<file path="src/rtl/hekw_pkg.sv">
// ----------------------------------------------------------------------------
// hekw_pkg
// Shared types and constants of the exponential kernel weight block: the
// controller states, the datapath operations and the command/status structs.
// ----------------------------------------------------------------------------
`default_nettype none

package hekw_pkg;

    // Item kinds.
    localparam logic [1:0] KIND_SOURCE  = 2'd0;
    localparam logic [1:0] KIND_TARGET  = 2'd1;
    localparam logic [1:0] KIND_END     = 2'd2;
    localparam logic [1:0] KIND_RESTART = 2'd3;

    // Configuration register indexes.
    localparam logic [2:0] REG_DECAY_0       = 3'd0;
    localparam logic [2:0] REG_DECAY_1       = 3'd1;
    localparam logic [2:0] REG_DECAY_2       = 3'd2;
    localparam logic [2:0] REG_DECAY_3       = 3'd3;
    localparam logic [2:0] REG_DECAYS_IN_USE = 3'd4;

    localparam logic [23:0] DECAY_RESET  = 24'h01_0000;
    localparam logic [32:0] ONE_Q32      = 33'h1_0000_0000;
    localparam logic [31:0] EXP_M1_Q32   = 32'h5E2D_58D9;
    localparam logic [47:0] MAX48        = 48'hFFFF_FFFF_FFFF;
    localparam logic [55:0] MAX56        = 56'hFF_FFFF_FFFF_FFFF;
    localparam logic [32:0] EXP_LIMIT    = 33'd23;
    localparam logic [4:0]  SERIES_TERMS = 5'd13;

    // Reciprocals floor(2^35 / k) for the series divisions by k = 1..13.
    localparam logic [35:0] RECIP_TBL [16] = '{
        36'd0,
        36'(64'h8_0000_0000 / 1),  36'(64'h8_0000_0000 / 2),
        36'(64'h8_0000_0000 / 3),  36'(64'h8_0000_0000 / 4),
        36'(64'h8_0000_0000 / 5),  36'(64'h8_0000_0000 / 6),
        36'(64'h8_0000_0000 / 7),  36'(64'h8_0000_0000 / 8),
        36'(64'h8_0000_0000 / 9),  36'(64'h8_0000_0000 / 10),
        36'(64'h8_0000_0000 / 11), 36'(64'h8_0000_0000 / 12),
        36'(64'h8_0000_0000 / 13),
        36'd0, 36'd0
    };

    typedef enum logic [4:0] {
        ST_IDLE, ST_X_LO, ST_X_HI, ST_P, ST_T_MUL, ST_T_DIV, ST_T_FIX, ST_E,
        ST_SEG_LO, ST_SEG_HI, ST_SEG_ADD, ST_C_LO, ST_C_HI, ST_C_ADD,
        ST_G_LO, ST_G_HI, ST_EMIT
    } t_state;

    typedef enum logic [4:0] {
        OP_NONE, OP_START, OP_X_LO, OP_X_HI, OP_P, OP_T_MUL, OP_T_DIV, OP_T_FIX,
        OP_E, OP_SEG_LO, OP_SEG_HI, OP_SEG_ADD, OP_C_LO, OP_C_HI, OP_C_ADD,
        OP_G_LO, OP_G_HI, OP_EMIT
    } t_op;

    typedef struct packed {
        t_op        op;
        logic [1:0] u;
        logic [3:0] k;
        logic       out;
        logic       last;
    } t_dp_cmd;

    typedef struct packed {
        logic       exp_big;
        logic [4:0] exp_int;
        logic [1:0] kind;
        logic [2:0] n_use;
    } t_dp_status;

endpackage

`default_nettype wire

</file>
<file path="src/rtl/hekw_ctrl.sv">
// ----------------------------------------------------------------------------
// hekw_ctrl
// Controller: sequences the datapath through the per-decay steps, holds the
// result valid flag and the input stall.
// ----------------------------------------------------------------------------
`default_nettype none

module hekw_ctrl #(
    parameter int MAX_DECAYS = 4
) (
    input  wire logic                 i_clk,
    input  wire logic                 i_rst_n,
    input  wire logic                 i_valid,
    input  wire logic [1:0]           i_kind,
    output logic                      o_stall,
    output logic                      o_valid,
    input  wire logic                 i_stall,
    input  wire hekw_pkg::t_dp_status i_sts,
    output hekw_pkg::t_dp_cmd         o_cmd
);
    import hekw_pkg::*;

    localparam int UW = (MAX_DECAYS > 1) ? $clog2(MAX_DECAYS) : 1;
    localparam logic [UW-1:0] LAST_U = UW'(MAX_DECAYS - 1);

    t_state        r_state, n_state;
    logic [UW-1:0] r_u, n_u;
    logic [4:0]    r_cnt, n_cnt;
    logic          r_out_valid, n_out_valid;
    logic          out_en;
    logic          emit_ok;

    assign out_en  = (3'(r_u) < i_sts.n_use);
    assign emit_ok = !(r_out_valid && i_stall);
    assign o_stall = (r_state != ST_IDLE);
    assign o_valid = r_out_valid;

    always_comb begin
        n_state = r_state;
        n_u     = r_u;
        n_cnt   = r_cnt;
        case (r_state)
            ST_IDLE: begin
                if (i_valid) begin
                    n_u     = '0;
                    n_state = (i_kind == KIND_RESTART) ? ST_IDLE : ST_X_LO;
                end
            end
            ST_X_LO: n_state = ST_X_HI;
            ST_X_HI: begin
                n_state = ST_P;
                n_cnt   = 5'd0;
            end
            ST_P: begin
                if (i_sts.exp_big) begin
                    n_state = ST_E;
                end else if (r_cnt == i_sts.exp_int) begin
                    n_state = ST_T_MUL;
                    n_cnt   = 5'd1;
                end else begin
                    n_cnt = r_cnt + 5'd1;
                end
            end
            ST_T_MUL: n_state = ST_T_DIV;
            ST_T_DIV: n_state = ST_T_FIX;
            ST_T_FIX: begin
                if (r_cnt == SERIES_TERMS) begin
                    n_state = ST_E;
                end else begin
                    n_state = ST_T_MUL;
                    n_cnt   = r_cnt + 5'd1;
                end
            end
            ST_E:       n_state = ST_SEG_LO;
            ST_SEG_LO:  n_state = ST_SEG_HI;
            ST_SEG_HI:  n_state = ST_SEG_ADD;
            ST_SEG_ADD: n_state = ST_C_LO;
            ST_C_LO:    n_state = ST_C_HI;
            ST_C_HI:    n_state = ST_C_ADD;
            ST_C_ADD: begin
                if (i_sts.kind == KIND_SOURCE) begin
                    n_state = (r_u == LAST_U) ? ST_IDLE : ST_X_LO;
                    n_u     = (r_u == LAST_U) ? r_u : r_u + UW'(1);
                end else begin
                    n_state = ST_G_LO;
                end
            end
            ST_G_LO: n_state = ST_G_HI;
            ST_G_HI: n_state = ST_EMIT;
            ST_EMIT: begin
                if (!out_en || emit_ok) begin
                    n_state = (r_u == LAST_U) ? ST_IDLE : ST_X_LO;
                    n_u     = (r_u == LAST_U) ? r_u : r_u + UW'(1);
                end
            end
            default: n_state = ST_IDLE;
        endcase
    end

    always_comb begin
        o_cmd.op   = OP_NONE;
        o_cmd.u    = 2'(r_u);
        o_cmd.k    = r_cnt[3:0];
        o_cmd.out  = 1'b0;
        o_cmd.last = (3'(r_u) == i_sts.n_use - 3'd1);
        case (r_state)
            ST_IDLE:    o_cmd.op = i_valid ? OP_START : OP_NONE;
            ST_X_LO:    o_cmd.op = OP_X_LO;
            ST_X_HI:    o_cmd.op = OP_X_HI;
            ST_P: begin
                if (!i_sts.exp_big && (r_cnt != i_sts.exp_int)) begin
                    o_cmd.op = OP_P;
                end
            end
            ST_T_MUL:   o_cmd.op = OP_T_MUL;
            ST_T_DIV:   o_cmd.op = OP_T_DIV;
            ST_T_FIX:   o_cmd.op = OP_T_FIX;
            ST_E:       o_cmd.op = OP_E;
            ST_SEG_LO:  o_cmd.op = OP_SEG_LO;
            ST_SEG_HI:  o_cmd.op = OP_SEG_HI;
            ST_SEG_ADD: o_cmd.op = OP_SEG_ADD;
            ST_C_LO:    o_cmd.op = OP_C_LO;
            ST_C_HI:    o_cmd.op = OP_C_HI;
            ST_C_ADD:   o_cmd.op = OP_C_ADD;
            ST_G_LO:    o_cmd.op = OP_G_LO;
            ST_G_HI:    o_cmd.op = OP_G_HI;
            ST_EMIT: begin
                if (!out_en || emit_ok) begin
                    o_cmd.op  = OP_EMIT;
                    o_cmd.out = out_en;
                end
            end
            default:    o_cmd.op = OP_NONE;
        endcase
    end

    always_comb begin
        if (o_cmd.op == OP_EMIT && o_cmd.out) begin
            n_out_valid = 1'b1;
        end else if (r_out_valid && !i_stall) begin
            n_out_valid = 1'b0;
        end else begin
            n_out_valid = r_out_valid;
        end
    end

    always_ff @(posedge i_clk) begin
        if (!i_rst_n) begin
            r_state     <= ST_IDLE;
            r_u         <= '0;
            r_cnt       <= 5'd0;
            r_out_valid <= 1'b0;
        end else begin
            r_state     <= n_state;
            r_u         <= n_u;
            r_cnt       <= n_cnt;
            r_out_valid <= n_out_valid;
        end
    end

    a_start_seq: assert property (@(posedge i_clk) disable iff (!i_rst_n)
        (r_state == ST_IDLE && i_valid && i_kind != KIND_RESTART) |=> (r_state == ST_X_LO))
        else $error("accepted item did not start the decay sequence");

    a_pow_bound: assert property (@(posedge i_clk) disable iff (!i_rst_n)
        (r_state == ST_P && !i_sts.exp_big) |-> (r_cnt <= 5'd22))
        else $error("exp integer power count out of range");

    a_no_overwrite: assert property (@(posedge i_clk) disable iff (!i_rst_n)
        (o_cmd.op == OP_EMIT && o_cmd.out) |-> !(r_out_valid && i_stall))
        else $error("result written over a pending result");

endmodule

`default_nettype wire

</file>
<file path="config.mk">
export PLATFORM = sky130hd
export DESIGN_NAME = hekw_ctrl
export DESIGN_NICKNAME = d
export VERILOG_FILES = /design/src/rtl/hekw_pkg.sv /design/src/rtl/hekw_ctrl.sv
export SDC_FILE = /design/constraint.sdc
export NUM_CORES = 1
export LEC_CHECK = 0
export ABC_AREA = 1
export BUFFER_PORTS_ARGS = -buffer_cell sky130_fd_sc_hd__buf_2
export CAP_MARGIN = 0
export CORE_AREA = 2 2 68 50
export DETAILED_ROUTE_END_ITERATION = 8
export DIE_AREA = 0 0 70 52
export HOLD_SLACK_MARGIN = 0.03
export PLACE_DENSITY = 0.72
export SYNTH_ARGS = -nofsm -noshare
export SYNTH_HDL_FRONTEND = slang
export SYNTH_SLANG_ARGS = --single-unit
</file>
<file path="constraint.sdc">
create_clock -name i_clk -period 1.61 [get_ports i_clk]
set_input_delay 0.322 -clock i_clk [delete_from_list [all_inputs] [get_ports i_clk]]
set_output_delay 0.322 -clock i_clk [all_outputs]
set_load 0.05 [all_outputs]
</file>
; Word-level counts from Yosys, hierarchy flattened
; Cells that the tools add are included.
[word_totals]
output_inout_bits = 15
wordCells = 81
ff_bits = 13
inputBits = 17
[op_classes]
n_addsub = 3
n_reduce_logical = 18
n_eq_ne = 29
n_lt_le_gt_ge = 1
n_mux = 26
[ops]
columns = cell, count
row1 = $pmux W5 S17, 2
row2 = $eq A5 B4 Y1 const B, 9
row3 = $mux W5, 8
row4 = $eq A5 B3 Y1 const B, 4
row5 = $pmux W5 S3, 1
row6 = $eq A5 B2 Y1 const B, 2
row7 = $eq A5 B5 Y1 const B, 2
row8 = $mux W2, 5
row9 = $ne A2 B2 Y1 const B, 5
row10 = $mux W1, 7
row11 = $pmux W2 S3, 1
row12 = $reduce_and A3 Y1, 2
row13 = $reduce_bool A3 Y1, 2
row14 = $add A5 B1 Y5 const B, 1
row15 = $eq A5 B1 Y1 const B, 1
row16 = $eq A5 B5 Y1, 1
row17 = $logic_not A5 Y1, 1
row18 = $ne A5 B5 Y1, 1
row19 = $reduce_bool A5 Y1, 1
row20 = $eq A2 B2 Y1 const B, 2
row21 = $logic_and A1 B1 Y1, 4
row22 = $logic_not A1 Y1, 4
row23 = $mux W4, 1
row24 = $reduce_and A4 Y1, 1
row25 = 9 further kinds, 9

; Longest topological paths before layout
; Gate-level depths: netlist (run 1).
[logic_depth]
depth_word = 8
depth_mapped = 12
ltp_nobuf = 12

; Worst setup path after synthesis (run 1)
; Ideal clock, no wire load.
[synth_timing]
kind = register to output
start = reg r_u[0]
end = out o_cmd[0] (netlist name)
required_ns = 1.288
path_stages_with_launch = 4
path_slack_ns = -2.234
path_buffers = 0
arrival_time_ns = 3.522
path_cell_list = dfxtp_1 inv_1 ha_1 a2111oi_0
[synth_lines]
columns = element, line
row1 = from (decl), hekw_ctrl.sv:27  ; logic [UW-1:0] r_u, n_u;
row2 = from (signal assigned), hekw_ctrl.sv:155  ; r_u <= n_u;
row3 = to (decl), hekw_ctrl.sv:19  ; output hekw_pkg::t_dp_cmd o_cmd

==> results.cfg, run 1 <==
[global_routing]
gr-total-overflow = 0
gr-usage-met1 = 0.278
grtUsageTotal = 0.188
grt_max_degree = 11
antenna_found_initial = 0
met2_usage = 0.273
grt_pass1_vias = 1173
grt_pass1_wl_um = 5360
grt-busiest-layer = met1
use_met3 = 0.0291

[yosys]
synth_nets = 222
synth-xor-area-share = 0.0228
yosys.area_share.simple = 0.445
synth_compound_area_frac = 0.114
synthMuxAreaShare = 0
synth_edf_count = 0
syn_area_per_cell_um2 = 5.79
postSynthRegisterBits = 13
synthAdderAreaFrac = 0.0651
async_flop_share = 0
ys.flop_type = dfxtp_1
yosys.cell_types.count = 27
yosysWarnings = 0
synth_area_mm2 = 0.00115
ys_seq_area_frac = 0.226
synth_top_family_by_area = simple AND/OR/NAND/NOR gates
netlist_instances = 199

[detailed_routing]
first_iter_violations = 65
finalWirelength_um = 3770
wl_per_cell_um = 12.6
avgViaCountPerCell = 4.94
firstDrtPassIters = 4
drcViolationCount = 0
vias = 1478
antenna_left = 0

[placement]
pre_cts_ws_ns = -0.177
io_buffers = 31
place.gp.congestion = 0.884
hpwl_um = 2470
place_area_mm2 = 0.00162

[finish]
fin_util = 0.655
fillers = 262
final_common_cell = nand2_1
fin_area_mm2 = 0.00198
seq_area_um2 = 293
drive_gt1_frac = 0.540
final_cell_mix = 49 x nand2_1, 30 x buf_4, 23 x buf_2
area_growth_pct = 71.8
nets = 285
n_antenna_cell = 0
multiInputGateArea_mm2 = 0.00101

[sta]
slew_headroom = 0.795
grt_setup_unrepaired = yes
fin_crit_sh = 1.13
tightest_slew_ns = 0.305
final.setup_skew_ns = 0.00327
layout_min_cycle_time_ns = 1.82
finalHoldViolations = 0
final_max_slew_viol_count = 0
max_freq_mhz = 549
finalSetupViolCount = 7
whs_ns = 0.368
layout_setup_ws_ns = -0.211

[worst_setup_path]
crit_path_max_fanout = 2
crit_type = register to output pin
crit_family = flip-flops
path_buf_inv = 2
path_cells = ha_4 > inv_4 > nor2_4 > o21ai_4 > nand2_2 > nand2_4 > nand3_4 > buf_8
critPathRequiredTime_ns = 1.29
critPathLaunchType = register
cp-end-kind = output pin
crit_arrival_ns = 1.50
slowest_stage = dfxtp_4
max_stage_delay_ns = 0.35

[die]
start_util = 0.382
dieArea_mm2 = 0.00364
dieWidth_um = 70
die_y_um = 52
row_count = 17
core_mm2 = 0.00302
io_pins = 32

[power]
vdd_drop_max_mv = 0.748
power_density_mw_per_mm2 = 1280
leakagePower_uw = 0.000990
p_total_uw = 2540

[clock_tree]
cts_tree = done
cts_hold_buf = 0
h-tree-depth = 1
cts_inserted_buffers = 3
cts.sinks = 13
insertion_delay_ns = 0.25
clk_path_buf_depth = 2
cts.clk_slew.worst_paths_ns = 0.06
cts-root-buf = clkbuf_8

[hold_path]
hp-class = input port to register

[outcome]
failed_checks = setup timing
outcome = complete, but fails checks

[flow_run]
maxCapViolations = 0
## path summary, 6_finish.rpt
check | from | endpoint | slack, ns | cells after the start
worst max-delay path | r_u[1] | o_cmd[8] | -0.21 | 8
worst min-delay path | i_stall | o_valid | 0.37 | 3
worst max register to register | r_state[1] | r_state[0] | 0.02 | 10
worst min register to register | o_valid | o_valid | 0.51 | 2
## kinds of logic (layout without fill, tap and decap cells)
logic type,after synthesis,in the layout
XOR/XNOR,3,3
buffers and inverters,35,97
adder cells (fa/ha/maj),6,6
AND/OR/NAND/NOR,122,122
AO/OA/AOI/OAI,20,20
flip-flops,13,13
## area by class of cell
cell class,instances,share of cell area
multi-input cells,151,0.510
repair buffers,62,0.231
well taps,38,0.0240
clock buffers,3,0.0209
inverters,31,0.0638
flip-flops and latches,13,0.148
clock inverters,1,0.00253
## synth_stat cells, types with 2 or more instances
| cell | count | area [um2] |
|---|---|---|
| ha_1 | 6 | 75.1 |
| o21ai_0 | 6 | 30.0 |
| a21oi_1 | 7 | 35.0 |
| dfxtp_1 | 13 | 260 |
| nand2_1 | 69 | 259 |
| nor2_2 | 3 | 18.8 |
| nor3_1 | 4 | 20.0 |
| inv_1 | 29 | 109 |
| nand3_1 | 19 | 95.1 |
| buf_4 | 4 | 30.0 |
| xor2_1 | 2 | 17.5 |
| nor2_1 | 22 | 82.6 |
## flip-flops by register name (all words and copies together), names as in the netlist
signal / cells
r_state: 5
o_valid: 1
r_cnt: 5
r_u: 2
## timing repair
action | in CTS | in global routing
setup buffers | 0 | 6
pin swaps | 5 | 22
setup endpoints to repair | 11 | 17
resized for setup | 34 | 65
## per-stage QoR
step                setup TNS [ns]  std cells
floorplan                   -0.161        199
global placement             -1.06        290
detailed placement           -1.20        290
CTS                         -0.970        294
global route                 -1.71        299
finish                      -0.962        299
## worst register-to-register path, cell delays in order, from the launching register on
cell and delay, ns:
dfxtp_4 0.37, nand2_2 0.14, buf_4 0.14, inv_1 0.05
nand3_1 0.12, nand2_2 0.10, buf_4 0.14, nor2_1 0.13
nand3_1 0.10, a21oi_1 0.15, nor2_1 0.05
## routing by layer
| layer | vias to the layer above | part of all wire |
|---|---|---|
| li1 | 757 | - |
| met1 | 664 | 0.46 |
| met2 | 46 | 0.45 |
| met3 | 11 | 0.059 |
| met4 | 0 | 0.027 |
| met5 | - | 0 |
## report_power, final
part	internal [uW]	switching [uW]	leakage (uW)	total [uW]
Sequential	421	101	0.000113	523
Clock	172	133	0.0000255	305
Combinational	673	1040	0.000852	1710
Total	1270	1270	0.000990	2540
No activity file was read; power rests on OpenSTA's default activity.
==> run 2: changes to the inputs <==
--- a/config.mk
+++ b/config.mk
@@ -8,11 +8,11 @@
 export ABC_AREA = 1
 export BUFFER_PORTS_ARGS = -buffer_cell sky130_fd_sc_hd__buf_2
 export CAP_MARGIN = 0
-export CORE_AREA = 2 2 68 50
+export CORE_AREA = 2 2 78 57
 export DETAILED_ROUTE_END_ITERATION = 8
-export DIE_AREA = 0 0 70 52
+export DIE_AREA = 0 0 80 59
 export HOLD_SLACK_MARGIN = 0.03
-export PLACE_DENSITY = 0.72
+export PLACE_DENSITY = 0.6
 export SYNTH_ARGS = -nofsm -noshare
 export SYNTH_HDL_FRONTEND = slang
 export SYNTH_SLANG_ARGS = --single-unit
==> results.cfg, run 2 (synthesized netlist as in run 1, its figures left out) <==
[sta]
slew_headroom = 0.744
finalHoldViolations = 0
fin_crit_sh = 1.12
tightest_slew_ns = 0.383
layout_setup_ws_ns = -0.195
final_max_slew_viol_count = 0
final.setup_skew_ns = 0.000813
grt_setup_unrepaired = yes
max_freq_mhz = 554
layout_min_cycle_time_ns = 1.80
finalSetupViolCount = 7

[placement]
pre_cts_ws_ns = -0.196
place.gp.congestion = 0.861
io_buffers = 31
hpwl_um = 2570

[detailed_routing]
finalWirelength_um = 3590
firstDrtPassIters = 4
avgViaCountPerCell = 4.51
vias = 1439
drcViolationCount = 0
antenna_left = 0
first_iter_violations = 139
wl_per_cell_um = 11.3

[finish]
largestRegisters = r_cnt x5, r_state x5, r_u x2
nets = 291
n_antenna_cell = 0
fin_util = 0.508
area_growth_pct = 72.0
final_common_cell = nand2_1
drive_gt1_frac = 0.494
final_cell_mix = 54 x nand2_1, 35 x buf_4, 23 x inv_1, 23 x buf_2, 15 x nand3_1

[worst_setup_path]
crit_type = register to output pin
startpoint = r_cnt[1]
r2r-start = r_state[4]
crit_arrival_ns = 1.48
cp-end-kind = output pin
critPathLaunchType = register
critPathRequiredTime_ns = 1.29
crit_path_max_fanout = 4

[clock_tree]
h-tree-depth = 1
cts.sinks = 13
cts_tree = done
cts_hold_buf = 0
cts_inserted_buffers = 3
cts.clk_slew.worst_paths_ns = 0.06
insertion_delay_ns = 0.25
cts-root-buf = clkbuf_8
clk_path_buf_depth = 2

[outcome]
outcome = complete, but fails checks
failed_checks = setup timing

[power]
vdd_drop_max_mv = 0.723
power_density_mw_per_mm2 = 1220
leakagePower_uw = 0.00100

[global_routing]
antenna_found_initial = 0
grt_max_degree = 11
grt_pass1_wl_um = 5520
grt_pass1_vias = 1170
gr-total-overflow = 0
grtUsageTotal = 0.154

[flow_run]
maxCapViolations = 0

[die]
die_y_um = 59
core_mm2 = 0.00390
dieArea_mm2 = 0.00472
row_count = 19
io_pins = 32
start_util = 0.296
dieWidth_um = 80

[hold_path]
hp-class = input port to register
hold_start = i_stall
[run 2: cell count changes in the layout (fill, tap and decap cells not counted), moves of 2 or more]
cell and delta:
inv_1 +6, inv_2 -6, buf_4 +5, nand2_1 +5
nand2_2 -4, nor2_4 -4, a21oi_2 +3, nor2_1 +3
dfxtp_1 +2, o21ai_1 -2, o21ai_2 +2
[run 2: per-stage QoR]
stage	cell area, um2	hold WS, ns	TNS [ns]	total power (uW)	std cells
finish	1980	0.347	-0.879	2430	319
global route	1980	0.362	-1.87	2610	319
CTS	1860	0.343	-1.14	2340	314
floorplan	1250	0.486	-0.161	1480	199
global placement	1620	0.481	-1.29	1820	302
detailed placement	1620	0.486	-1.38	1830	302
[run 2: area by class of cell]
cell class / count / area, um2
flip-flops and latches: 13 / 288
inverters: 31 / 126
repair buffers: 67 / 494
clock buffers: 4 / 45.0
fillers: 389 / 1920
well taps: 52 / 65.1
multi-input cells: 152 / 963
[run 2: final timing paths]
kind / endpoint / slack, ns / cells past startpoint
setup / recovery: o_cmd[10] / -0.19 / 7
hold / removal: o_valid / 0.35 / 3
setup reg to reg: r_u[0] / 0.02 / 13
hold reg to reg: o_valid / 0.49 / 2
[run 2: repair_timing]
action | 4_1_cts | 5_1_grt
gates cloned | 0 | 1
pin swaps | 11 | 9
endpoints found under the setup margin | 12 | 18
buffers inserted | 9 | 5
gates resized for setup | 48 | 28
[run 2: routing by layer]
layer  track usage  wire length [um]  part of all wire  vias up
met5             0                 0                 0        -
met4        0.0581                51             0.014        0
met3        0.0320               156             0.043        5
met2         0.217              1550              0.43       29
met1         0.231              1840              0.51      640
li1              -                 -                 -      765
[run 2: critical path: stages (launching register included)]
cell and delay [ns]:
dfxtp_2 0.33, buf_6 0.11, xor2_1 0.15, nor2_1 0.13, nand3_1 0.11, nand3b_1 0.14
nand3_2 0.11, buf_8 0.16
[run 2: power by group]
part / switching [uW] / total (uW) / internal, uW / leakage (uW)
clock: 132 / 308 / 175 / 0.0000228
sequential: 78.8 / 481 / 402 / 0.000112
combinational: 999 / 1640 / 638 / 0.000869
==> run 3: changes to the inputs <==
--- a/config.mk
+++ b/config.mk
@@ -13,6 +13,7 @@
 export DIE_AREA = 0 0 80 59
 export HOLD_SLACK_MARGIN = 0.03
 export PLACE_DENSITY = 0.6
+export SETUP_SLACK_MARGIN = 0.02
 export SYNTH_ARGS = -nofsm -noshare
 export SYNTH_HDL_FRONTEND = slang
 export SYNTH_SLANG_ARGS = --single-unit
==> constraint.sdc (replaced) <==
create_clock -name i_clk -period 2.27 [get_ports i_clk]
set_input_delay 0.454 -clock i_clk [delete_from_list [all_inputs] [get_ports i_clk]]
set_output_delay 0.454 -clock i_clk [all_outputs]
set_load 0.05 [all_outputs]
==> results.cfg, run 3 (synthesized netlist as in run 1, its figures left out) <==
[outcome]
outcome = finished, final reports clean

[detailed_routing]
drcViolationCount = 0
antenna_left = 0
firstDrtPassIters = 5
wl_per_cell_um = 10.0
vias = 1300
finalWirelength_um = 2860
avgViaCountPerCell = 4.56
first_iter_violations = 105

[die]
start_util = 0.296
core_mm2 = 0.00390
row_count = 19
io_pins = 32
dieArea_mm2 = 0.00472
dieWidth_um = 80
die_y_um = 59

[finish]
area_growth_pct = 24.6
largestRegisters = r_cnt x5, r_state x5, r_u x2
nets = 257
drive_gt1_frac = 0.215
n_antenna_cell = 0
fin_cells = 285
final_common_cell = nand2_1
fin_util = 0.368
fillers = 438
final_cell_mix = 69 x nand2_1, 30 x buf_2, 29 x inv_1

[worst_setup_path]
crit_path_max_fanout = 6
crit_type = register to output pin
cpMostUsedCell = nand2_1
slowest_stage = dfxtp_2
path_cells = ha_1 > inv_1 > nor2_1 > o21ai_0 > nand2_1 > nand2_1 > nand3_1 > buf_4
max_stage_delay_ns = 0.35
crit_arrival_ns = 1.64
critPathLaunchType = register
critPathRequiredTime_ns = 1.82
cp-end-kind = output pin

[power]
power_density_mw_per_mm2 = 977
leakagePower_uw = 0.000796
vdd_drop_max_mv = 0.491

[global_routing]
antenna_found_initial = 0
grt_max_degree = 11
gr-total-overflow = 0
grt_pass1_vias = 1035
grt_pass1_wl_um = 4650
grtUsageTotal = 0.129

[sta]
final_max_slew_viol_count = 0
finalSetupViolCount = 0
final.setup_skew_ns = 0.00135
slew_headroom = 0.734
finalHoldViolations = 0
tightest_slew_ns = 0.394
setup_tns_ns = 0
layout_min_cycle_time_ns = 2.09
layout_setup_ws_ns = 0.178
max_freq_mhz = 478
fin_crit_sh = 0.921
whs_ns = 0.483
grt_setup_unrepaired = no

[placement]
hpwl_um = 2330
place.gp.congestion = 0.839
dp.cells = 279
pre_cts_ws_ns = 0.146
io_buffers = 31

[flow_run]
maxCapViolations = 0

[hold_path]
hp-class = input port to register

[clock_tree]
cts_inserted_buffers = 3
cts.sinks = 13
cts-root-buf = clkbuf_8
h-tree-depth = 1
cts_tree = done
cts.clk_slew.worst_paths_ns = 0.06
clk_path_buf_depth = 2
insertion_delay_ns = 0.24
-- run 3: cell count changes in the layout (fill, tap and decap cells not counted), sizes merged --
cell   before  now
buf        67   34
a21oi      10    9
-- run 3: what timing repair did --
item / CTS / global route
gates resized for setup: 0 / 3
setup buffers: 0 / 2
setup endpoints to repair: 0 / 2
hold buffers: 0 / 0
-- run 3: metal layers --
layer,vias to the layer above,global-route usage,wire (um)
met5,-,0,0
met4,0,0.0654,34
met3,2,0.0290,203
met2,45,0.188,1210
met1,560,0.180,1410
li1,693,-,-
-- run 3: path summary, 6_finish.rpt --
kind / start / endpoint / slack (ns) / cells after the start
min: i_stall / o_valid / 0.48 / 3
max: r_u[1] / o_cmd[8] / 0.18 / 8
min reg2reg: o_valid / o_valid / 0.48 / 2
max reg2reg: r_cnt[1] / r_cnt[2] / 0.62 / 10
-- run 3: stage by stage --
stage          area (um2)  total power [uW]
3_3_place_gp         1370              1180
4_1_cts              1420              1400
2_1_floorplan        1170              1000
3_5_place_dp         1370              1180
6_report             1440              1400
5_1_grt              1440              1530
-- run 3: critical path: cells and delay by family, from the launching register on --
kind / cells / cell delay, ns
AOI/OAI and AO/OA: 1 / 0.20
and+or+nand+nor: 4 / 0.31
adders and majority gates: 1 / 0.27
buffers and inverters: 2 / 0.27
DFF: 1 / 0.35
-- run 3: layout make-up --
class | count | area (um2) | share of cell area
multi-input combinational | 151 | 767 | 0.534
sequential | 13 | 263 | 0.183
timing repair buffer | 34 | 180 | 0.125
inverter | 31 | 116 | 0.0810
tap | 52 | 65.1 | 0.0453
clock buffer | 4 | 45.0 | 0.0314
-- run 3: power breakdown --
part	internal, uW	total (uW)	switching [uW]
sequential	277	339	61.8
combinational	261	852	591
clock	124	213	88.4
total	662	1400	741
